## src/assert_macros.svh

```systemverilog
// ----------------------------------------------------------------------------
// assertion macros
// shared concurrent assertion helpers, clocked on aclk and off during reset
// ----------------------------------------------------------------------------
`ifndef ASSERT_MACROS_SVH
`define ASSERT_MACROS_SVH

// same-cycle implication
`define ASSERT_IMP(lbl, a, b) \
    lbl: assert property (@(posedge aclk) disable iff (!aresetn) (a) |-> (b)) \
        else $error("assertion failed");

// next-cycle implication
`define ASSERT_NXT(lbl, a, b) \
    lbl: assert property (@(posedge aclk) disable iff (!aresetn) (a) |=> (b)) \
        else $error("assertion failed");

`endif

```

## src/csm_pkg.sv

```systemverilog
// ----------------------------------------------------------------------------
// csm_pkg
// types, codes and field limits shared by the cron schedule matcher
// ----------------------------------------------------------------------------
`default_nettype none

package csm_pkg;

    localparam logic [7:0] CH_STAR   = 8'h2A;
    localparam logic [7:0] CH_HYPHEN = 8'h2D;
    localparam logic [7:0] CH_SLASH  = 8'h2F;
    localparam logic [7:0] CH_COMMA  = 8'h2C;
    localparam logic [7:0] CH_SPACE  = 8'h20;
    localparam logic [7:0] CH_ZERO   = 8'h30;
    localparam logic [7:0] CH_NINE   = 8'h39;

    localparam logic [2:0] MARK_NONE   = 3'b000;
    localparam logic [2:0] MARK_STAR   = 3'b001;
    localparam logic [2:0] MARK_HYPHEN = 3'b010;
    localparam logic [2:0] MARK_SLASH  = 3'b100;

    localparam logic [2:0] ERR_NONE   = 3'd0;
    localparam logic [2:0] ERR_DIGITS = 3'd1;
    localparam logic [2:0] ERR_SYNTAX = 3'd2;
    localparam logic [2:0] ERR_STEP   = 3'd3;
    localparam logic [2:0] ERR_COUNT  = 3'd4;

    localparam logic [2:0] NUM_FIELDS = 3'd5;
    localparam logic [2:0] FIELD_SAT  = 3'd7;
    localparam logic [2:0] DIV_STEPS  = 3'd6;

    typedef struct packed {
        logic load;
        logic do_char;
        logic term_eval;
        logic div_step;
        logic div_apply;
        logic end_field;
        logic clear_all;
    } csm_cmd_t;

    typedef struct packed {
        logic term_req;
        logic is_space;
        logic last;
        logic need_div;
        logic div_done;
        logic err_zero;
    } csm_status_t;

    function automatic logic [6:0] lim_lo(input logic [2:0] idx);
        logic [6:0] v;
        case (idx)
            3'd2:    v = 7'd1;
            3'd3:    v = 7'd1;
            default: v = 7'd0;
        endcase
        return v;
    endfunction

    function automatic logic [6:0] lim_hi(input logic [2:0] idx);
        logic [6:0] v;
        case (idx)
            3'd0:    v = 7'd59;
            3'd1:    v = 7'd23;
            3'd2:    v = 7'd31;
            3'd3:    v = 7'd12;
            default: v = 7'd6;
        endcase
        return v;
    endfunction

endpackage

`default_nettype wire

```

## src/csm_dpath.sv

```systemverilog
// ----------------------------------------------------------------------------
// csm_dpath
// parse registers, term evaluation and bit-serial step remainder
// ----------------------------------------------------------------------------
`default_nettype none
`include "assert_macros.svh"

module csm_dpath import csm_pkg::*; (
    input  wire logic        aclk,
    input  wire logic        aresetn,
    input  wire logic [7:0]  s_ch,
    input  wire logic        s_last,
    input  wire logic [5:0]  s_minute,
    input  wire logic [4:0]  s_hour,
    input  wire logic [4:0]  s_mday,
    input  wire logic [3:0]  s_month,
    input  wire logic [2:0]  s_wday,
    input  wire csm_cmd_t    cmd,
    output csm_status_t      st,
    output logic             m_fire,
    output logic [2:0]       m_error_code
);

    // captured item
    logic [7:0] ch_reg,     ch_next;
    logic       last_reg,   last_next;
    logic [5:0] minute_reg, minute_next;
    logic [4:0] hour_reg,   hour_next;
    logic [4:0] mday_reg,   mday_next;
    logic [3:0] month_reg,  month_next;
    logic [2:0] wday_reg,   wday_next;

    // parse state
    logic [2:0] field_index_reg,  field_index_next;
    logic [2:0] term_marks_reg,   term_marks_next;
    logic [6:0] first_value_reg,  first_value_next;
    logic [6:0] second_value_reg, second_value_next;
    logic [6:0] number_acc_reg,   number_acc_next;
    logic [1:0] digit_count_reg,  digit_count_next;
    logic       field_hit_reg,    field_hit_next;
    logic       all_hit_reg,      all_hit_next;
    logic [2:0] error_state_reg,  error_state_next;

    // step remainder unit
    logic [6:0] div_rem_reg, div_rem_next;
    logic [5:0] div_dvd_reg, div_dvd_next;
    logic [2:0] div_cnt_reg, div_cnt_next;

    logic       valid_field;
    logic [2:0] idx;
    logic [5:0] cur;
    logic [6:0] cur7;
    logic       has_digits;
    logic       is_single, is_star, is_range, is_hstep, is_sstep, is_step;
    logic [6:0] step_lo, step_hi;
    logic       in_rng;
    logic [6:0] dvd_full;
    logic       hit_now;
    logic [2:0] term_err;
    logic       need_div;
    logic       is_digit;
    logic [3:0] dig;
    logic [6:0] acc_x10;
    logic [7:0] rem_sh;
    logic [7:0] div_s;
    logic [2:0] code;

    assign valid_field = (field_index_reg < NUM_FIELDS);
    assign idx         = valid_field ? field_index_reg : 3'd0;

    always_comb begin
        case (idx)
            3'd0:    cur = minute_reg;
            3'd1:    cur = {1'b0, hour_reg};
            3'd2:    cur = {1'b0, mday_reg};
            3'd3:    cur = {2'b00, month_reg};
            default: cur = {3'b000, wday_reg};
        endcase
    end

    assign cur7       = {1'b0, cur};
    assign has_digits = (digit_count_reg != 2'd0);
    assign is_single  = (term_marks_reg == MARK_NONE) && has_digits;
    assign is_star    = (term_marks_reg == MARK_STAR) && !has_digits;
    assign is_range   = (term_marks_reg == MARK_HYPHEN) && has_digits;
    assign is_hstep   = (term_marks_reg == (MARK_HYPHEN | MARK_SLASH)) && has_digits;
    assign is_sstep   = (term_marks_reg == (MARK_STAR | MARK_SLASH)) && has_digits;
    assign is_step    = is_hstep || is_sstep;

    assign step_lo  = is_hstep ? first_value_reg  : lim_lo(idx);
    assign step_hi  = is_hstep ? second_value_reg : lim_hi(idx);
    assign in_rng   = (cur7 >= step_lo) && (cur7 <= step_hi);
    assign dvd_full = cur7 - step_lo;

    always_comb begin
        hit_now  = 1'b0;
        term_err = ERR_NONE;
        if (is_single) begin
            hit_now = (cur7 == number_acc_reg);
        end else if (is_star) begin
            hit_now = 1'b1;
        end else if (is_range) begin
            hit_now = (cur7 >= first_value_reg) && (cur7 <= number_acc_reg);
        end else if (is_step) begin
            if (number_acc_reg == 7'd0) begin
                term_err = ERR_STEP;
            end
        end else begin
            term_err = ERR_SYNTAX;
        end
    end

    // stepped terms inside their range wait for the remainder
    assign need_div = is_step && (number_acc_reg != 7'd0) && in_rng;

    assign is_digit = (ch_reg >= CH_ZERO) && (ch_reg <= CH_NINE);
    assign dig      = 4'(ch_reg - CH_ZERO);
    assign acc_x10  = {number_acc_reg[3:0], 3'b000} + {number_acc_reg[5:0], 1'b0}
                      + {3'b000, dig};

    assign rem_sh = {div_rem_reg, div_dvd_reg[5]};
    assign div_s  = {1'b0, number_acc_reg};

    always_comb begin
        ch_next           = ch_reg;
        last_next         = last_reg;
        minute_next       = minute_reg;
        hour_next         = hour_reg;
        mday_next         = mday_reg;
        month_next        = month_reg;
        wday_next         = wday_reg;
        field_index_next  = field_index_reg;
        term_marks_next   = term_marks_reg;
        first_value_next  = first_value_reg;
        second_value_next = second_value_reg;
        number_acc_next   = number_acc_reg;
        digit_count_next  = digit_count_reg;
        field_hit_next    = field_hit_reg;
        all_hit_next      = all_hit_reg;
        error_state_next  = error_state_reg;
        div_rem_next      = div_rem_reg;
        div_dvd_next      = div_dvd_reg;
        div_cnt_next      = div_cnt_reg;

        if (cmd.load) begin
            ch_next     = s_ch;
            last_next   = s_last;
            minute_next = s_minute;
            hour_next   = s_hour;
            mday_next   = s_mday;
            month_next  = s_month;
            wday_next   = s_wday;
        end

        if (cmd.do_char && (error_state_reg == ERR_NONE)) begin
            if (is_digit) begin
                if (term_marks_reg == MARK_STAR) begin
                    error_state_next = ERR_SYNTAX;
                end else if (digit_count_reg >= 2'd2) begin
                    error_state_next = ERR_DIGITS;
                end else begin
                    number_acc_next  = acc_x10;
                    digit_count_next = digit_count_reg + 2'd1;
                end
            end else if (ch_reg == CH_STAR) begin
                if ((term_marks_reg != MARK_NONE) || has_digits) begin
                    error_state_next = ERR_SYNTAX;
                end else begin
                    term_marks_next = MARK_STAR;
                end
            end else if (ch_reg == CH_HYPHEN) begin
                if ((term_marks_reg == MARK_NONE) && has_digits) begin
                    first_value_next = number_acc_reg;
                    number_acc_next  = 7'd0;
                    digit_count_next = 2'd0;
                    term_marks_next  = MARK_HYPHEN;
                end else begin
                    error_state_next = ERR_SYNTAX;
                end
            end else if (ch_reg == CH_SLASH) begin
                if ((term_marks_reg == MARK_STAR) && !has_digits) begin
                    term_marks_next = term_marks_reg | MARK_SLASH;
                end else if ((term_marks_reg == MARK_HYPHEN) && has_digits) begin
                    second_value_next = number_acc_reg;
                    number_acc_next   = 7'd0;
                    digit_count_next  = 2'd0;
                    term_marks_next   = term_marks_reg | MARK_SLASH;
                end else begin
                    error_state_next = ERR_SYNTAX;
                end
            end else if ((ch_reg != CH_COMMA) && (ch_reg != CH_SPACE)) begin
                error_state_next = ERR_SYNTAX;
            end
        end

        if (cmd.term_eval) begin
            if (need_div) begin
                div_rem_next = 7'd0;
                div_dvd_next = dvd_full[5:0];
                div_cnt_next = DIV_STEPS;
            end else begin
                if ((term_err != ERR_NONE) && (error_state_reg == ERR_NONE)) begin
                    error_state_next = term_err;
                end
                if (hit_now && valid_field) begin
                    field_hit_next = 1'b1;
                end
                term_marks_next   = MARK_NONE;
                first_value_next  = 7'd0;
                second_value_next = 7'd0;
                number_acc_next   = 7'd0;
                digit_count_next  = 2'd0;
            end
        end

        // restoring remainder, one dividend bit a cycle
        if (cmd.div_step) begin
            if (rem_sh >= div_s) begin
                div_rem_next = 7'(rem_sh - div_s);
            end else begin
                div_rem_next = rem_sh[6:0];
            end
            div_dvd_next = {div_dvd_reg[4:0], 1'b0};
            div_cnt_next = div_cnt_reg - 3'd1;
        end

        if (cmd.div_apply) begin
            if ((div_rem_reg == 7'd0) && valid_field) begin
                field_hit_next = 1'b1;
            end
            term_marks_next   = MARK_NONE;
            first_value_next  = 7'd0;
            second_value_next = 7'd0;
            number_acc_next   = 7'd0;
            digit_count_next  = 2'd0;
        end

        if (cmd.end_field) begin
            all_hit_next   = all_hit_reg & field_hit_reg;
            field_hit_next = 1'b0;
            if (field_index_reg < FIELD_SAT) begin
                field_index_next = field_index_reg + 3'd1;
            end
        end

        if (cmd.clear_all) begin
            field_index_next  = 3'd0;
            term_marks_next   = MARK_NONE;
            first_value_next  = 7'd0;
            second_value_next = 7'd0;
            number_acc_next   = 7'd0;
            digit_count_next  = 2'd0;
            field_hit_next    = 1'b0;
            all_hit_next      = 1'b1;
            error_state_next  = ERR_NONE;
        end
    end

    always_ff @(posedge aclk) begin
        if (!aresetn) begin
            field_index_reg  <= 3'd0;
            term_marks_reg   <= MARK_NONE;
            first_value_reg  <= 7'd0;
            second_value_reg <= 7'd0;
            number_acc_reg   <= 7'd0;
            digit_count_reg  <= 2'd0;
            field_hit_reg    <= 1'b0;
            all_hit_reg      <= 1'b1;
            error_state_reg  <= ERR_NONE;
            div_cnt_reg      <= 3'd0;
        end else begin
            field_index_reg  <= field_index_next;
            term_marks_reg   <= term_marks_next;
            first_value_reg  <= first_value_next;
            second_value_reg <= second_value_next;
            number_acc_reg   <= number_acc_next;
            digit_count_reg  <= digit_count_next;
            field_hit_reg    <= field_hit_next;
            all_hit_reg      <= all_hit_next;
            error_state_reg  <= error_state_next;
            div_cnt_reg      <= div_cnt_next;
        end
    end

    always_ff @(posedge aclk) begin
        ch_reg      <= ch_next;
        last_reg    <= last_next;
        minute_reg  <= minute_next;
        hour_reg    <= hour_next;
        mday_reg    <= mday_next;
        month_reg   <= month_next;
        wday_reg    <= wday_next;
        div_rem_reg <= div_rem_next;
        div_dvd_reg <= div_dvd_next;
    end

    assign st.term_req = (error_state_reg == ERR_NONE)
                         && ((ch_reg == CH_COMMA) || (ch_reg == CH_SPACE));
    assign st.is_space = (ch_reg == CH_SPACE);
    assign st.last     = last_reg;
    assign st.need_div = need_div;
    assign st.div_done = (div_cnt_reg == 3'd0);
    assign st.err_zero = (error_state_reg == ERR_NONE);

    assign code = (error_state_reg != ERR_NONE) ? error_state_reg
                : ((field_index_reg != NUM_FIELDS) ? ERR_COUNT : ERR_NONE);
    assign m_fire       = (code == ERR_NONE) && all_hit_reg;
    assign m_error_code = code;

    // divisor must never be zero while the remainder runs
    `ASSERT_IMP(a_div_nonzero, div_cnt_reg != 3'd0, number_acc_reg != 7'd0)
    // first error wins until the schedule is closed
    `ASSERT_NXT(a_err_sticky, (error_state_reg != ERR_NONE) && !cmd.clear_all,
                error_state_reg == $past(error_state_reg))
    // field count saturates
    `ASSERT_NXT(a_field_sat, cmd.end_field && (field_index_reg == FIELD_SAT) && !cmd.clear_all,
                field_index_reg == FIELD_SAT)

endmodule

`default_nettype wire

```

## src/csm_ctrl.sv

```systemverilog
// ----------------------------------------------------------------------------
// csm_ctrl
// sequencer for character decode, term close, remainder and result hand-off
// ----------------------------------------------------------------------------
`default_nettype none
`include "assert_macros.svh"

module csm_ctrl import csm_pkg::*; (
    input  wire logic        aclk,
    input  wire logic        aresetn,
    input  wire logic        s_valid,
    output logic             s_ready,
    output logic             m_valid,
    input  wire logic        m_ready,
    input  wire csm_status_t st,
    output csm_cmd_t         cmd
);

    typedef enum logic [6:0] {
        ST_IDLE  = 7'b0000001,
        ST_CHAR  = 7'b0000010,
        ST_TERM  = 7'b0000100,
        ST_DIV   = 7'b0001000,
        ST_FIELD = 7'b0010000,
        ST_FINAL = 7'b0100000,
        ST_OUT   = 7'b1000000
    } csm_state_t;

    csm_state_t state_reg, state_next;
    logic       final_pass_reg, final_pass_next;
    csm_state_t after_term;

    // where to go once the current term is closed
    always_comb begin
        if (final_pass_reg || st.is_space) begin
            after_term = ST_FIELD;
        end else if (st.last) begin
            after_term = ST_FINAL;
        end else begin
            after_term = ST_IDLE;
        end
    end

    always_comb begin
        state_next      = state_reg;
        final_pass_next = final_pass_reg;
        cmd             = '0;
        s_ready         = 1'b0;
        m_valid         = 1'b0;
        case (state_reg)
            ST_IDLE: begin
                s_ready = 1'b1;
                if (s_valid) begin
                    cmd.load   = 1'b1;
                    state_next = ST_CHAR;
                end
            end
            ST_CHAR: begin
                cmd.do_char = 1'b1;
                if (st.term_req) begin
                    state_next = ST_TERM;
                end else if (st.last) begin
                    state_next = ST_FINAL;
                end else begin
                    state_next = ST_IDLE;
                end
            end
            ST_TERM: begin
                cmd.term_eval = 1'b1;
                state_next    = st.need_div ? ST_DIV : after_term;
            end
            ST_DIV: begin
                if (st.div_done) begin
                    cmd.div_apply = 1'b1;
                    state_next    = after_term;
                end else begin
                    cmd.div_step = 1'b1;
                end
            end
            ST_FIELD: begin
                cmd.end_field = 1'b1;
                if (final_pass_reg) begin
                    state_next = ST_OUT;
                end else if (st.last) begin
                    state_next = ST_FINAL;
                end else begin
                    state_next = ST_IDLE;
                end
            end
            ST_FINAL: begin
                if (st.err_zero) begin
                    final_pass_next = 1'b1;
                    state_next      = ST_TERM;
                end else begin
                    state_next = ST_OUT;
                end
            end
            ST_OUT: begin
                m_valid = 1'b1;
                if (m_ready) begin
                    cmd.clear_all   = 1'b1;
                    final_pass_next = 1'b0;
                    state_next      = ST_IDLE;
                end
            end
            default: begin
                state_next      = ST_IDLE;
                final_pass_next = 1'b0;
            end
        endcase
    end

    always_ff @(posedge aclk) begin
        if (!aresetn) begin
            state_reg      <= ST_IDLE;
            final_pass_reg <= 1'b0;
        end else begin
            state_reg      <= state_next;
            final_pass_reg <= final_pass_next;
        end
    end

    // the closing pass only runs for the final item of a schedule
    `ASSERT_IMP(a_final_on_last, final_pass_reg, st.last)
    // the remainder unit is only entered with a term that needs it
    `ASSERT_NXT(a_div_entry, (state_reg == ST_TERM) && st.need_div, !st.div_done)

endmodule

`default_nettype wire

```

## src/cron_schedule_matcher.sv

```systemverilog
// ----------------------------------------------------------------------------
// cron_schedule_matcher
// checks one cron schedule, streamed a character per item, against a time
// ----------------------------------------------------------------------------
// One item carries a schedule character plus the current minute, hour, day,
// month and weekday; the item flagged s_last closes the schedule and yields
// one result (m_fire, m_error_code), all other items yield none. A plain
// character is decoded before the next item is accepted. A comma or space
// then closes a term, and a stepped term whose value is in range also
// passes through a restoring divider for the step remainder, which retires
// one dividend bit per cycle; a space then closes the field as well. Unless
// an error is already recorded, the last item adds the closing term and
// field before the result hand-off. Only one item is in flight at a time.
// ----------------------------------------------------------------------------
`default_nettype none

module cron_schedule_matcher import csm_pkg::*; (
    input  wire logic       aclk,
    input  wire logic       aresetn,
    input  wire logic       s_valid,
    output logic            s_ready,
    input  wire logic [7:0] s_ch,
    input  wire logic       s_last,
    input  wire logic [5:0] s_minute,
    input  wire logic [4:0] s_hour,
    input  wire logic [4:0] s_mday,
    input  wire logic [3:0] s_month,
    input  wire logic [2:0] s_wday,
    output logic            m_valid,
    input  wire logic       m_ready,
    output logic            m_fire,
    output logic [2:0]      m_error_code
);

    csm_cmd_t    cmd;
    csm_status_t st;

    csm_ctrl u_ctrl (
        .aclk    (aclk),
        .aresetn (aresetn),
        .s_valid (s_valid),
        .s_ready (s_ready),
        .m_valid (m_valid),
        .m_ready (m_ready),
        .st      (st),
        .cmd     (cmd)
    );

    csm_dpath u_dpath (
        .aclk         (aclk),
        .aresetn      (aresetn),
        .s_ch         (s_ch),
        .s_last       (s_last),
        .s_minute     (s_minute),
        .s_hour       (s_hour),
        .s_mday       (s_mday),
        .s_month      (s_month),
        .s_wday       (s_wday),
        .cmd          (cmd),
        .st           (st),
        .m_fire       (m_fire),
        .m_error_code (m_error_code)
    );

endmodule

`default_nettype wire

```

## config.mk

```make
export PLATFORM = sky130hd
export DESIGN_NAME = cron_schedule_matcher
export DESIGN_NICKNAME = d
export VERILOG_FILES = /design/src/csm_pkg.sv /design/src/csm_dpath.sv /design/src/csm_ctrl.sv /design/src/cron_schedule_matcher.sv
export VERILOG_INCLUDE_DIRS = /design/src /design/src/src
export SDC_FILE = /design/constraint.sdc
export NUM_CORES = 1
export LEC_CHECK = 0
export ABC_CLOCK_PERIOD_IN_PS = 10300
export BUFFER_PORTS_ARGS = -buffer_cell sky130_fd_sc_hd__buf_2
export CAP_MARGIN = 0
export CORE_MARGIN = 5
export CORE_UTILIZATION = 31
export DETAILED_ROUTE_END_ITERATION = 8
export GPL_ROUTABILITY_DRIVEN = 1
export PLACE_DENSITY = 0.47
export SLEW_MARGIN = 20
export SYNTH_ARGS = -nofsm -noshare
export SYNTH_HDL_FRONTEND = slang
export SYNTH_HIERARCHICAL = 1
export SYNTH_SLANG_ARGS = --single-unit
```

## constraint.sdc

```tcl
create_clock -name aclk -period 10.3 [get_ports aclk]
set_input_delay 1.03 -clock aclk [delete_from_list [all_inputs] [get_ports aclk]]
set_output_delay 1.03 -clock aclk [all_outputs]
set_load 0.05 [all_outputs]
```

# --- Word level (Yosys, flattened, before mapping) ---
# Cells that the tools add are included.
classes:
  n_mul: 0
  reduce_logical: 46
  n_mux: 122
  shift: 0
  n_addsub: 8
  bitwise: 3
  div: 0
  eq_ne: 27
  order_cmp: 10
op_table:
  columns: ["op", "n"]
  rows:
  - ["7-bit two-way mux", 42]
  - ["3-bit two-way mux", 35]
  - ["7-bit case mux with 7 select lines", 1]
  - ["6-bit case mux with 4 select lines", 2]
  - ["8-bit by 6-bit == test with 1-bit output (second input constant)", 5]
  - ["2-bit two-way mux", 15]
  - ["6-bit two-way mux", 4]
  - ["1-bit two-way mux", 22]
  - ["1-bit logical AND", 17]
  - ["8-bit by 6-bit inequality test with 1-bit output (second input constant)", 2]
  - ["3-bit logical NOT", 5]
  - ["6-bit by 7-bit greater-or-equal comparator with 1-bit output", 2]
  - ["6-bit by 7-bit <= comparator with 1-bit output", 2]
  - ["7-bit logical NOT", 2]
  - ["3-bit by 2-bit == test with 1-bit output (second input constant)", 3]
  - ["3-bit nonzero test", 3]
  - ["8-bit by 6-bit greater-or-equal comparator with 1-bit output (second input constant)", 1]
  - ["8-bit by 7-bit greater-or-equal comparator with 1-bit output", 1]
  - ["8-bit by 6-bit <= comparator with 1-bit output (second input constant)", 1]
  - ["2-bit inequality test (second input constant)", 4]
  - ["7-bit by 4-bit adder with 7-bit output", 1]
  - ["7-bit adder", 1]
  - ["6-bit by 7-bit == test with 1-bit output", 1]
  - ["7-bit by 1-bit == test with 1-bit output (second input constant)", 1]
  - ["29 further kinds", 43]
word_totals:
  ram_bits: 0
  out_inout_bits: 6
  latchBits: 0
  reg_bits: 90
  rom_bits: 0
  inputBits: 36
  memories: 0

# --- Logic depth before layout (Yosys ltp) ---
# Gate-level depths: netlist of the first run.
logic_depth:
  depth_word: 15
  depth_mapped: 16

# --- By module ---
# The synthesis of the first run kept the hierarchy.
by_module_without_submodules:
  columns: ["mod", "instances", "seq_area_each_um2", "cells_per_inst", "area_each_um2"]
  rows:
  - ["csm_dpath", 1, 2082.0, 511, 4991.0]
  - ["csm_ctrl", 1, 160.2, 66, 555.5]

# --- Least setup slack after synthesis of the first run ---
# OpenSTA, ideal clock, no wires.
synth_path:
  path_kind: "register to register"
  start: "register u_dpath.digit_count_reg[1]"
  end: "register u_ctrl.state_reg[0]"
  stages_incl_launch_ff: 16
  period_less_slack_ns: 3.498
  required_time_ns: 10.168
  path_buffers: 2
  setup_ns: 0.132
  arrival_ns: 3.366
  setup_slack_ns: 6.802
  path_cell_list: "dfxtp_1 inv_1 ha_1 nor4bb_1 clkbuf_1 nand2_1 ha_1 and4_1 nor3_1 a311o_1 a31oi_2 buf_4 o21ai_1 a31oi_1 a2bb2oi_1 o311ai_2"
synth_between:
  elab_chain_cells: 8
  elab_cells_between_ends: 13
  classes_between: "order compare (2); mux (4); reduce/logical (7)"
synth_lines:
  columns: ["element", "line", "source"]
  rows:
  - ["from (decl)", "csm_dpath.sv:39", "logic [1:0] digit_count_reg, digit_count_next;"]
  - ["from (signal assigned)", "csm_dpath.sv:277", "digit_count_reg <= digit_count_next;"]
  - ["2-bit nonzero test *", "csm_dpath.sv:82", "assign has_digits = (digit_count_reg != 2'd0);"]
  - ["1-bit logical AND", "csm_dpath.sv:86", "assign is_hstep = (term_marks_reg == (MARK_HYPHEN | MARK_SLASH)) && has_digits;"]
  - ["7-bit two-way mux (on tied branches)", "csm_dpath.sv:90, csm_dpath.sv:91", null]
  - ["6-bit by 7-bit greater-or-equal comparator with 1-bit output or 6-bit by 7-bit <= comparator with 1-bit output (tied branches)", "csm_dpath.sv:92", "assign in_rng = (cur7 >= step_lo) && (cur7 <= step_hi);"]
  - ["1-bit logical AND", "csm_dpath.sv:92", null]
  - ["1-bit logical AND *", "csm_dpath.sv:114", "assign need_div = is_step && (number_acc_reg != 7'd0) && in_rng;"]
  - ["via u_dpath.need_div", "csm_dpath.sv:60", "logic need_div;"]
  - ["7-bit two-way mux *", "csm_ctrl.sv:70", "state_next = st.need_div ? ST_DIV : after_term;"]
  - ["7-bit case mux with 7 select lines *", "csm_ctrl.sv:50", "case (state_reg)"]
  - ["to (signal assigned)", "csm_ctrl.sv:118", "state_reg <= state_next;"]
  - ["to (decl)", "csm_ctrl.sv:29", "csm_state_t state_reg, state_next;"]
# The timed path passes the listed nets; every way through them passes the cells marked *.
# A chain may end at the register's enable or synchronous reset.

==> results_dict.tcl, run 1 <==
set metrics [dict create \
    io_buffer_count 41 \
    timing.hold.ws_ns 0.450 \
    path_cells "mux4_2, o21ai_0, ha_1, and4_1, nor3_1, a311o_1, a31oi_2, a21o_1" \
    whs_endpoint "u_dpath/div_dvd_reg[0]" \
    synth_compound_area_share_pct 16.9 \
    yosysWarnings 6 \
    drc 0 \
    post_cts_buffers 0 \
    slowest_delay_ns 0.73 \
    postCtsHoldBufs 0 \
    worstPathMaxFanout 16 \
    yosysTopAreaCell "edfxtp_1" \
    clk_pin_slew_ns 0.06 \
    critPathKind "flip-flop to flip-flop" \
    fmax_mhz 249 \
    critical_path.slowest_cell "dfxtp_1" \
    ys_seq_area_share_pct 40.4 \
    cp.arrival_ns 3.99 \
    synth_area_per_cell_um2 9.61 \
    nets 695 \
    reg2reg_slack_ns 6.29 \
    slew_headroom_pct 27.6 \
    drt-total-wl_um 14000 \
    vias 4324 \
    first_pass_iters 5 \
    synth_top_family_by_area "simple AND/OR/NAND/NOR gates" \
    synthTopCellsByArea "edfxtp_1 (24%), dfxtp_1 (17%), ha_1 (9.7%), inv_1 (3.5%), nand2_1 (3.2%)" \
    synth_edf_count 44 \
    tightest_slew_ns 1.08 \
    grt_use_met2_pct 23.1 \
    worstSetupEndpointType "flip-flop" \
    synth_ff_type "dfxtp_1" \
    peakVddDrop_uv 73.1 \
    final_util_pct 35.4 \
    synthesis.nets 660 \
    setup_viol 0 \
    status "finished, final reports clean" \
    fin_worst_skew_ns 0.00942 \
    multiInputGateArea_um2 3030 \
    die_y_um 144 \
    power.density_nw_per_um2 137 \
    placed_area_um2 5970 \
    slew_violations 0 \
    synth-seq-cells 90 \
    synthAdderAreaFrac_pct 11.1 \
    synth_top_cell_area_share_pct 23.8 \
    setup_tns_ns 0 \
    dp_hpwl_um 10900 \
    syn_inst 577 \
    ios 42 \
    leakagePower_uw 0.00242 \
    synthMuxAreaShare_pct 3.56 \
    drtIter0Drc 252 \
    cts-root-buf "clkbuf_16" \
    grt_start_max_net_pins 33 \
    numCtsBuffers 9 \
    min_path_cells 2 \
    htreeDepth 3 \
    grt_usage_pct 14.0 \
    core-area_um2 17800 \
    gr-usage-met1_pct 19.1 \
    cts.sinks 90 \
    hp-class "flip-flop to flip-flop" \
    rsz0062_at_grt "no" \
    clock_latency_ns 0.34 \
    initial_core_util_pct 31.2 \
    die-area_um2 20700 \
    synthArstFlopShare_pct 0 \
    syn_to_final_growth_pct 13.5 \
    grt_use_met3_pct 2.13 \
    worst_ep_required_time_ns 10.28 \
    busiest_layer "met2" \
    gp_congestion 0.784 \
    timing.final.crit_share_pct 38.9 \
    period_minus_slack_ns 4.01 \
    yosysUniqueCellTypes 75 \
    synth_common_cells "inv_1 (51), nand2_1 (47), dfxtp_1 (46), nor2_1 (46), edfxtp_1 (44)" \
    filler_cell_count 1787 \
    yosysMostFrequentCell "inv_1" \
    clockBufferDepth 2 \
    yosys.area_share.xor_xnor_pct 2.21 \
    hold_start "u_dpath/div_dvd_reg[0]" \
    wire_per_inst_um 16.5 \
    regToRegEndpoint "u_dpath/div_rem_reg[0]" \
    cts_resized 0 \
    synth_area_um2 5550 \
    start_kind "flip-flop" \
    die_x_um 144 \
    reg2regPathDepth 8 \
    grt.overflow.total 0 \
    yosys.area_share.simple_pct 20.6 \
    final_area_um2 6290 \
    final_hold_viol_count 0 \
    antenna_found_initial 0 \
    maxCapViolCount 0 \
    cts_tree "yes" \
    grt_pass1_vias 4238 \
    register_area_um2 2240 \
    rows 49 \
    reg2reg_from "u_dpath/field_index_reg[0]" \
    ant_nets 0 \
    grt_pass1_wl_um 22800 \
    largest_reg_flops 8 \
    antennaDiodeCount 0 \
    drive_gt1_share_pct 14.9 \
    routed_via_density 5.11 \
]
## logic make-up after synthesis
group,count (synthesis)
AND/OR/NAND/NOR,206
AO/OA/AOI/OAI,133
flip-flops,90
buffers and inverters,71
adder cells (fa/ha/maj),47
multiplexers,16
XOR/XNOR,14
## cells in the final DEF (no fill, tap or decap), types with 4 or more instances in the layout
master      n
inv_1      51
nand2_1    47
nor2_1     46
dfxtp_1    46
edfxtp_1   44
ha_1       43
buf_2      41
a21oi_1    32
o21ai_0    25
nor3_1     13
nand3_1    13
mux2i_1    13
nor2b_1    12
clkbuf_16  10
xnor2_1    10
nand2b_1    8
a22oi_1     8
a211oi_1    8
nor3b_1     7
nor2_2      7
and3_1      6
a21o_1      6
nor4_1      4
and2_1      4
and4_1      4
o21a_1      4
nand4_1     4
xor2_1      4
nor4b_1     4
a31oi_1     4
o211ai_1    4
a22o_1      4
o21bai_1    4
fa_1        4
## worst max path at each step
stage	startpoint	to	slack [ns]	cells after the start
6_report	u_dpath/field_index_reg[0]	u_dpath/div_rem_reg[0]	6.29	8
3_3_place_gp	u_dpath/digit_count_reg[1]	u_dpath/div_rem_reg[5]	6.15	10
2_1_floorplan	u_dpath/digit_count_reg[1]	u_ctrl/state_reg[0]	6.80	15
4_1_cts	u_dpath/digit_count_reg[1]	u_dpath/div_rem_reg[5]	5.98	10
5_1_grt	u_dpath/field_index_reg[0]	u_dpath/div_rem_reg[4]	5.95	8
3_5_place_dp	u_dpath/digit_count_reg[1]	u_dpath/div_rem_reg[0]	6.00	10
## layout make-up
type | count | share of cell area [%]
multi-input cells | 416 | 48.2
clock buffers | 11 | 4.03
repair buffers | 44 | 3.62
clock inverters | 5 | 0.934
well taps | 229 | 4.55
flip-flops and latches | 90 | 35.6
inverters | 51 | 3.04
## power breakdown
| part | switching, µW | total, µW | internal, µW |
|---|---|---|---|
| registers | 13.8 | 412 | 398 |
| logic | 67.2 | 109 | 41.8 |
| clock network | 140 | 344 | 204 |
| total | 221 | 865 | 644 |
## per-layer routing
layer / part of all wire, % / wire length, µm
met1: 48 / 6740
met2: 47 / 6530
met3: 3.2 / 444
met4: 1.9 / 263
met5: 0 / 0
## per-stage QoR
step                setup slack (ns)  power [µW]  instances
finish                          6.29         865        846
detailed placement              6.00         529        830
global route                    5.95         907        846
global placement                6.15         526        830
CTS                             5.98         876        846
floorplan                       6.80         493        577
## critical path, delay by kind of cell (launching register included)
kind	cells	cell delay, ns
AO/OA/AOI/OAI	4	1.84
flip-flops	1	0.73
multiplexers	1	0.57
adder cells (fa/ha/maj)	1	0.26
AND/OR/NAND/NOR	2	0.23
Power figures use the tool's default switching activity.
==> run 2, diff against run 1 <==
--- a/config.mk
+++ b/config.mk
@@ -6,7 +6,7 @@
 export SDC_FILE = /design/constraint.sdc
 export NUM_CORES = 1
 export LEC_CHECK = 0
-export ABC_CLOCK_PERIOD_IN_PS = 10300
+export ABC_CLOCK_PERIOD_IN_PS = 4050
 export BUFFER_PORTS_ARGS = -buffer_cell sky130_fd_sc_hd__buf_2
 export CAP_MARGIN = 0
 export CORE_MARGIN = 5
==> constraint.sdc (replaced) <==
create_clock -name aclk -period 4.05 [get_ports aclk]
set_input_delay 0.405 -clock aclk [delete_from_list [all_inputs] [get_ports aclk]]
set_output_delay 0.405 -clock aclk [all_outputs]
set_load 0.05 [all_outputs]
==> run 2 against run 1 <==
- final cell count up 1.1%
- critical path depth up 1
- register-to-register slack worse by 5.9 ns
- global-route usage down 0.083 points
- wire length down 1.2%
- clock power up 150%
- count of clock-buffer cells in the layout down 1
- die area unchanged
- sequential share of layout area down 0.27 points
- critical path type unchanged
- highest routed layer unchanged
==> results_dict.tcl, run 2 (synthesis gave the netlist of run 1 again) <==
set metrics [dict create \
    reg2reg_slack_ns 0.40 \
    drive_gt1_share_pct 16.5 \
    initial_core_util_pct 31.2 \
    cts-root-buf "clkbuf_16" \
    die_x_um 144 \
    clk_pin_slew_ns 0.07 \
    filler_cell_count 1797 \
    grt_use_met2_pct 23.2 \
    busiest_layer "met2" \
    leakagePower_uw 0.00246 \
    io_buffer_count 41 \
    antenna_found_initial 0 \
    drc 0 \
    critical_path.slowest_cell "a221oi_1" \
    grt_pass1_vias 4417 \
    hp-class "input pin to flip-flop" \
    grt_usage_pct 13.9 \
    hold_start "s_ch[5]" \
    cts.sinks 90 \
    status "finished, final reports clean" \
    syn_to_final_growth_pct 14.4 \
    critPathKind "flip-flop to flip-flop" \
    grt_use_met3_pct 1.80 \
    p_int_uw 1620 \
    slew_violations 0 \
    start_kind "flip-flop" \
    rsz0062_at_grt "no" \
    setup_tns_ns 0 \
    power.density_nw_per_um2 343 \
    routed_via_density 5.12 \
    slew_headroom_pct 45.4 \
    timing.final.ws_setup_ns 0.399 \
    reg2regPathDepth 9 \
    timing.final.crit_share_pct 90.1 \
    gr-usage-met1_pct 18.4 \
    power_frac_comb_pct 12.9 \
    nets 704 \
    pwr-share-clk_pct 39.0 \
    largest_reg_flops 8 \
    cp.arrival_ns 3.63 \
    cts_tree "yes" \
    clockBufferDepth 2 \
    htreeDepth 3 \
    ios 42 \
    maxCapViolCount 0 \
    drt-total-wl_um 13800 \
    period_minus_slack_ns 3.65 \
    vias 4381 \
    min_path_cells 1 \
    grt.overflow.total 0 \
    die_y_um 144 \
    path_cells "nand2b_1, o22ai_1, a221oi_1, ha_1, and4_1, nor3_1, a311o_1, a31oi_2, a21o_1" \
    clock_latency_ns 0.34 \
    p_sw_share_pct 25.6 \
    p_sw_uw 558 \
    cts_resized 0 \
    reg2reg_from "u_dpath/field_index_reg[2]" \
    whs_endpoint "u_dpath/ch_reg[5]" \
    grt_pass1_wl_um 22700 \
    drtIter0Drc 233 \
    pwr-share-seq_pct 48.1 \
    worstSetupEndpointType "flip-flop" \
    multiInputGateArea_um2 3030 \
    postCtsHoldBufs 0 \
    place_ws_ns 0.242 \
    tightest_slew_ns 0.812 \
    die-area_um2 20700 \
    slowest_delay_ns 0.68 \
    ant_nets 0 \
    grt_start_max_net_pins 33 \
    fmax_mhz 274 \
    register_area_um2 2240 \
    worst_ep_required_time_ns 4.03 \
    core-area_um2 17800 \
    worstPathMaxFanout 16 \
    final_hold_viol_count 0 \
    layout_commonest_cell "inv_1" \
    first_pass_iters 4 \
    numCtsBuffers 9 \
    antennaDiodeCount 0 \
    dp_hpwl_um 10800 \
    regToRegEndpoint "u_dpath/div_rem_reg[0]" \
    gp_congestion 0.828 \
    rows 49 \
    fin_worst_skew_ns 0.00679 \
    setup_viol 0 \
    post_cts_buffers 0 \
    layout_common_cells "inv_1 (51), nand2_1 (47), nor2_1 (46), dfxtp_1 (45), edfxtp_1 (44)" \
    wire_per_inst_um 16.1 \
    peakVddDrop_uv 224 \
]
run 2: cell type report:
cell class | instances | area share, %
Tap cell | 229 | 4.51
Sequential cell | 90 | 35.4
Inverter | 51 | 3.02
Multi-Input combinational cell | 416 | 47.7
Clock buffer | 10 | 3.77
Clock inverter | 6 | 1.03
Timing Repair Buffer | 53 | 4.65
run 2: through the flow:
| step | cell area, µm² | util [%] | std cells | total power, µW | hold slack, ns |
|---|---|---|---|---|---|
| 6_report | 6350 | 35.7 | 855 | 2180 | 0.233 |
| 5_1_grt | 6350 | 35.7 | 855 | 2280 | 0.215 |
| 4_1_cts | 6340 | 35.7 | 855 | 2220 | 0.213 |
| 3_5_place_dp | 6040 | 34.0 | 839 | 1350 | 0.436 |
| 3_3_place_gp | 6040 | 34.0 | 839 | 1350 | 0.434 |
| 2_1_floorplan | 5550 | - | 577 | 1250 | 0.423 |
run 2: worst max path at each step:
stage,endpoint,cells after the start,startpoint
CTS,u_dpath/div_rem_reg[6],8,u_dpath/field_index_reg[1]
global placement,u_dpath/div_rem_reg[3],8,u_dpath/field_index_reg[1]
global route,u_ctrl/state_reg[5],12,u_dpath/field_index_reg[2]
finish,u_dpath/div_rem_reg[0],9,u_dpath/field_index_reg[2]
floorplan,u_ctrl/state_reg[0],15,u_dpath/digit_count_reg[1]
detailed placement,u_dpath/div_rem_reg[3],8,u_dpath/field_index_reg[1]
run 2: critical path, delay by kind of cell (launching register included):
kind | cells | cell delay (ns)
simple gates | 3 | 0.43
fa+ha+maj | 1 | 0.30
flops | 1 | 0.54
compound gates | 5 | 2.01
run 2: routing by layer:
layer / up-vias / share of wire [%]
li1: 2191 / -
met1: 2081 / 48
met2: 91 / 47
met3: 18 / 3.8
met4: 0 / 2.0
met5: - / 0
run 2: power by group through the flow:
| stage | Combinational [µW] | Sequential [µW] | Clock, µW |
|---|---|---|---|
| 2_1_floorplan | 200 | 1050 | 0 |
| 3_3_place_gp | 277 | 1070 | 0 |
| 3_5_place_dp | 282 | 1070 | 0 |
| 4_1_cts | 283 | 1050 | 889 |
| 5_1_grt | 313 | 1050 | 915 |
| 6_report | 281 | 1050 | 850 |
==> run 3, diff against run 2 <==
--- a/config.mk
+++ b/config.mk
@@ -17,5 +17,4 @@
 export SLEW_MARGIN = 20
 export SYNTH_ARGS = -nofsm -noshare
 export SYNTH_HDL_FRONTEND = slang
-export SYNTH_HIERARCHICAL = 1
 export SYNTH_SLANG_ARGS = --single-unit
==> run 3 against run 2 <==
- die area is 1.4% higher
- clock skew is 0.0022 ns higher
- count of clock-buffer cells in the layout is 2 higher
- wire length increased by 4.4%
- cell area is essentially flat
- clock power fell by 6.0%
- sequential share of layout area about the same
- final cell count increased by 0.58%
- largest cell class unchanged
==> results_dict.tcl, run 3 <==
set metrics [dict create \
    synthTopCellsByArea "edfxtp_1 (23%), dfxtp_1 (16%), ha_1 (9.1%), mux2i_1 (5.2%), nor2_1 (4.7%)" \
    period_minus_slack_ns 3.72 \
    slew_violations 0 \
    ys_seq_area_share_pct 39.8 \
    yosysTopAreaCell "edfxtp_1" \
    largest_reg_flops 8 \
    grt_pass1_vias 4425 \
    final_hold_viol_count 0 \
    die_x_um 145 \
    timing.hold.ws_ns 0.230 \
    slowest_delay_ns 0.60 \
    fmax_mhz 269 \
    grt_usage_pct 14.2 \
    grt_pass1_wl_um 23000 \
    critPathKind "flip-flop to flip-flop" \
    die_y_um 145 \
    cts-root-buf "clkbuf_16" \
    grt.overflow.total 0 \
    antennaDiodeCount 0 \
    vias 4514 \
    critical_path.slowest_cell "dfxtp_1" \
    syn_to_final_growth_pct 12.7 \
    slew_headroom_pct 45.9 \
    drive_gt1_share_pct 14.1 \
    layout_commonest_cell "nor2_1" \
    tightest_slew_ns 0.804 \
    postCtsHoldBufs 0 \
    dp_hpwl_um 11300 \
    routed_via_density 5.25 \
    multiInputGateArea_um2 3140 \
    setup_tns_ns 0 \
    power.density_nw_per_um2 317 \
    setup_viol 0 \
    timing.final.crit_share_pct 91.9 \
    nets 707 \
    cp.arrival_ns 3.74 \
    gp_congestion 0.878 \
    drtIter0Drc 231 \
    place_ws_ns 0.196 \
    synth_ff_type "dfxtp_1" \
    placed_area_um2 6060 \
    synth-seq-cells 90 \
    yosysWarnings 0 \
    final_area_um2 6350 \
    synth_area_per_cell_um2 9.46 \
    hp-class "input pin to flip-flop" \
    status "finished, final reports clean" \
    peakVddDrop_uv 205 \
    worstSetupEndpointType "flip-flop" \
    register_area_um2 2240 \
    ios 42 \
    clockBufferDepth 2 \
    antenna_found_initial 0 \
    filler_cell_count 1819 \
    min_path_cells 1 \
    htreeDepth 3 \
    timing.final.ws_setup_ns 0.327 \
    fin_worst_skew_ns 0.00902 \
    worstPathMaxFanout 13 \
    first_pass_iters 4 \
    clk_pin_slew_ns 0.06 \
    rsz0062_at_grt "no" \
    cts_tree "yes" \
    start_kind "flip-flop" \
    synth_edf_count 44 \
    layout_common_cells "nor2_1 (70), dfxtp_1 (46), edfxtp_1 (44)" \
    yosysMostFrequentCell "nor2_1" \
    synthesis.nets 676 \
    clock_latency_ns 0.34 \
    reg2regPathDepth 11 \
    leakagePower_uw 0.00237 \
    worst_ep_required_time_ns 4.06 \
    syn_inst 595 \
    ant_nets 0 \
    path_cells "inv_1, o311ai_0, o21ai_0, a21oi_2, ha_1, o21a_1, o31a_1, o22ai_1, a211o_1, a211oi_2, or2_2" \
    drt-total-wl_um 14400 \
    synth_area_um2 5630 \
    synth_common_cells "nor2_1 (70), dfxtp_1 (46), edfxtp_1 (44)" \
    io_buffer_count 41 \
    synth_top_cell_area_share_pct 23.5 \
    wire_per_inst_um 16.8 \
    initial_core_util_pct 31.5 \
    cts.sinks 90 \
    rows 49 \
    synthArstFlopShare_pct 0 \
    post_cts_buffers 0 \
    stdcell_count 860 \
    grt_start_max_net_pins 33 \
    die-area_um2 21000 \
    yosysUniqueCellTypes 72 \
    drc 0 \
    placed_cells 844 \
    maxCapViolCount 0 \
    numCtsBuffers 9 \
    core-area_um2 17900 \
]
-- run 3: cell count changes after synthesis, moves of 5 or more --
cell      previous run  this run
nand2_1             47        41
a22oi_1              8         2
nor2_2               7         0
clkbuf_1            10        18
a21oi_1             32        25
mux2i_1             13        29
nor4_1               4         9
o21ai_0             25        30
nor2_1              46        70
inv_1               51        28
a21boi_0             3         8
-- run 3: cell families (layout without fill, tap and decap cells) --
family	count (synthesis)	count (layout)	synth area share [%]
XOR/XNOR	20	20	3.11
adder cells (fa/ha/maj)	48	48	11.1
flip-flops	90	90	39.8
AO/OA/AOI/OAI	123	123	15.0
AND/OR/NAND/NOR	222	222	20.4
buffers and inverters	60	96	4.44
multiplexers	32	32	6.15
-- run 3: path summary, 6_finish.rpt --
check	to	slack [ns]	from
setup / recovery	u_dpath.div_rem_reg[3]	0.33	u_dpath.field_index_reg[0]
hold / removal	u_dpath.hour_reg[3]	0.23	s_hour[3]
hold reg to reg	u_dpath.all_hit_reg	0.48	u_dpath.all_hit_reg
setup reg to reg	u_dpath.div_rem_reg[3]	0.33	u_dpath.field_index_reg[0]
-- run 3: area by class of cell --
class	instances	area share [%]
Multi-Input combinational cell	445	49.5
Sequential cell	90	35.3
Timing Repair Buffer	52	4.53
Tap cell	229	4.51
Clock buffer	12	4.04
Inverter	28	1.66
Clock inverter	4	0.414
-- run 3: repair_timing --
action | 4_1_cts | 5_1_grt
setup endpoints to repair | 0 | 35
endpoints found under the hold margin | 0 | 0
gates resized for setup | 0 | 1
-- run 3: stage by stage --
| step | util, % | power, µW |
|---|---|---|
| 3_5_place_dp | 33.9 | 1230 |
| 4_1_cts | 35.4 | 2030 |
| 6_report | 35.5 | 2010 |
| 3_3_place_gp | 33.9 | 1230 |
| 5_1_grt | 35.5 | 2100 |
| 2_1_floorplan | - | 1160 |
-- run 3: power breakdown --
part           leakage (µW)  switching [µW]  total [µW]  internal (µW)
Clock              0.000139             350         799            449
Sequential         0.000757            25.1        1020            991
Combinational       0.00148             117         195           77.5
Total               0.00237             493        2010           1520
-- run 3: layer usage --
layer	GRT usage [%]	share of wire, %	vias up
li1	-	-	2241
met1	18.5	46	2160
met2	23.9	49	94
met3	2.37	3.8	19
met4	4.76	2.0	0
met5	0	0	-
-- run 3: worst max-delay path: cells and delay by family, from the launching register on --
family                     cells  cell delay [ns]
adders and majority gates      1             0.29
and+or+nand+nor                1             0.35
AOI/OAI and AO/OA              8             2.00
buffers and inverters          1             0.14
DFF                            1             0.60
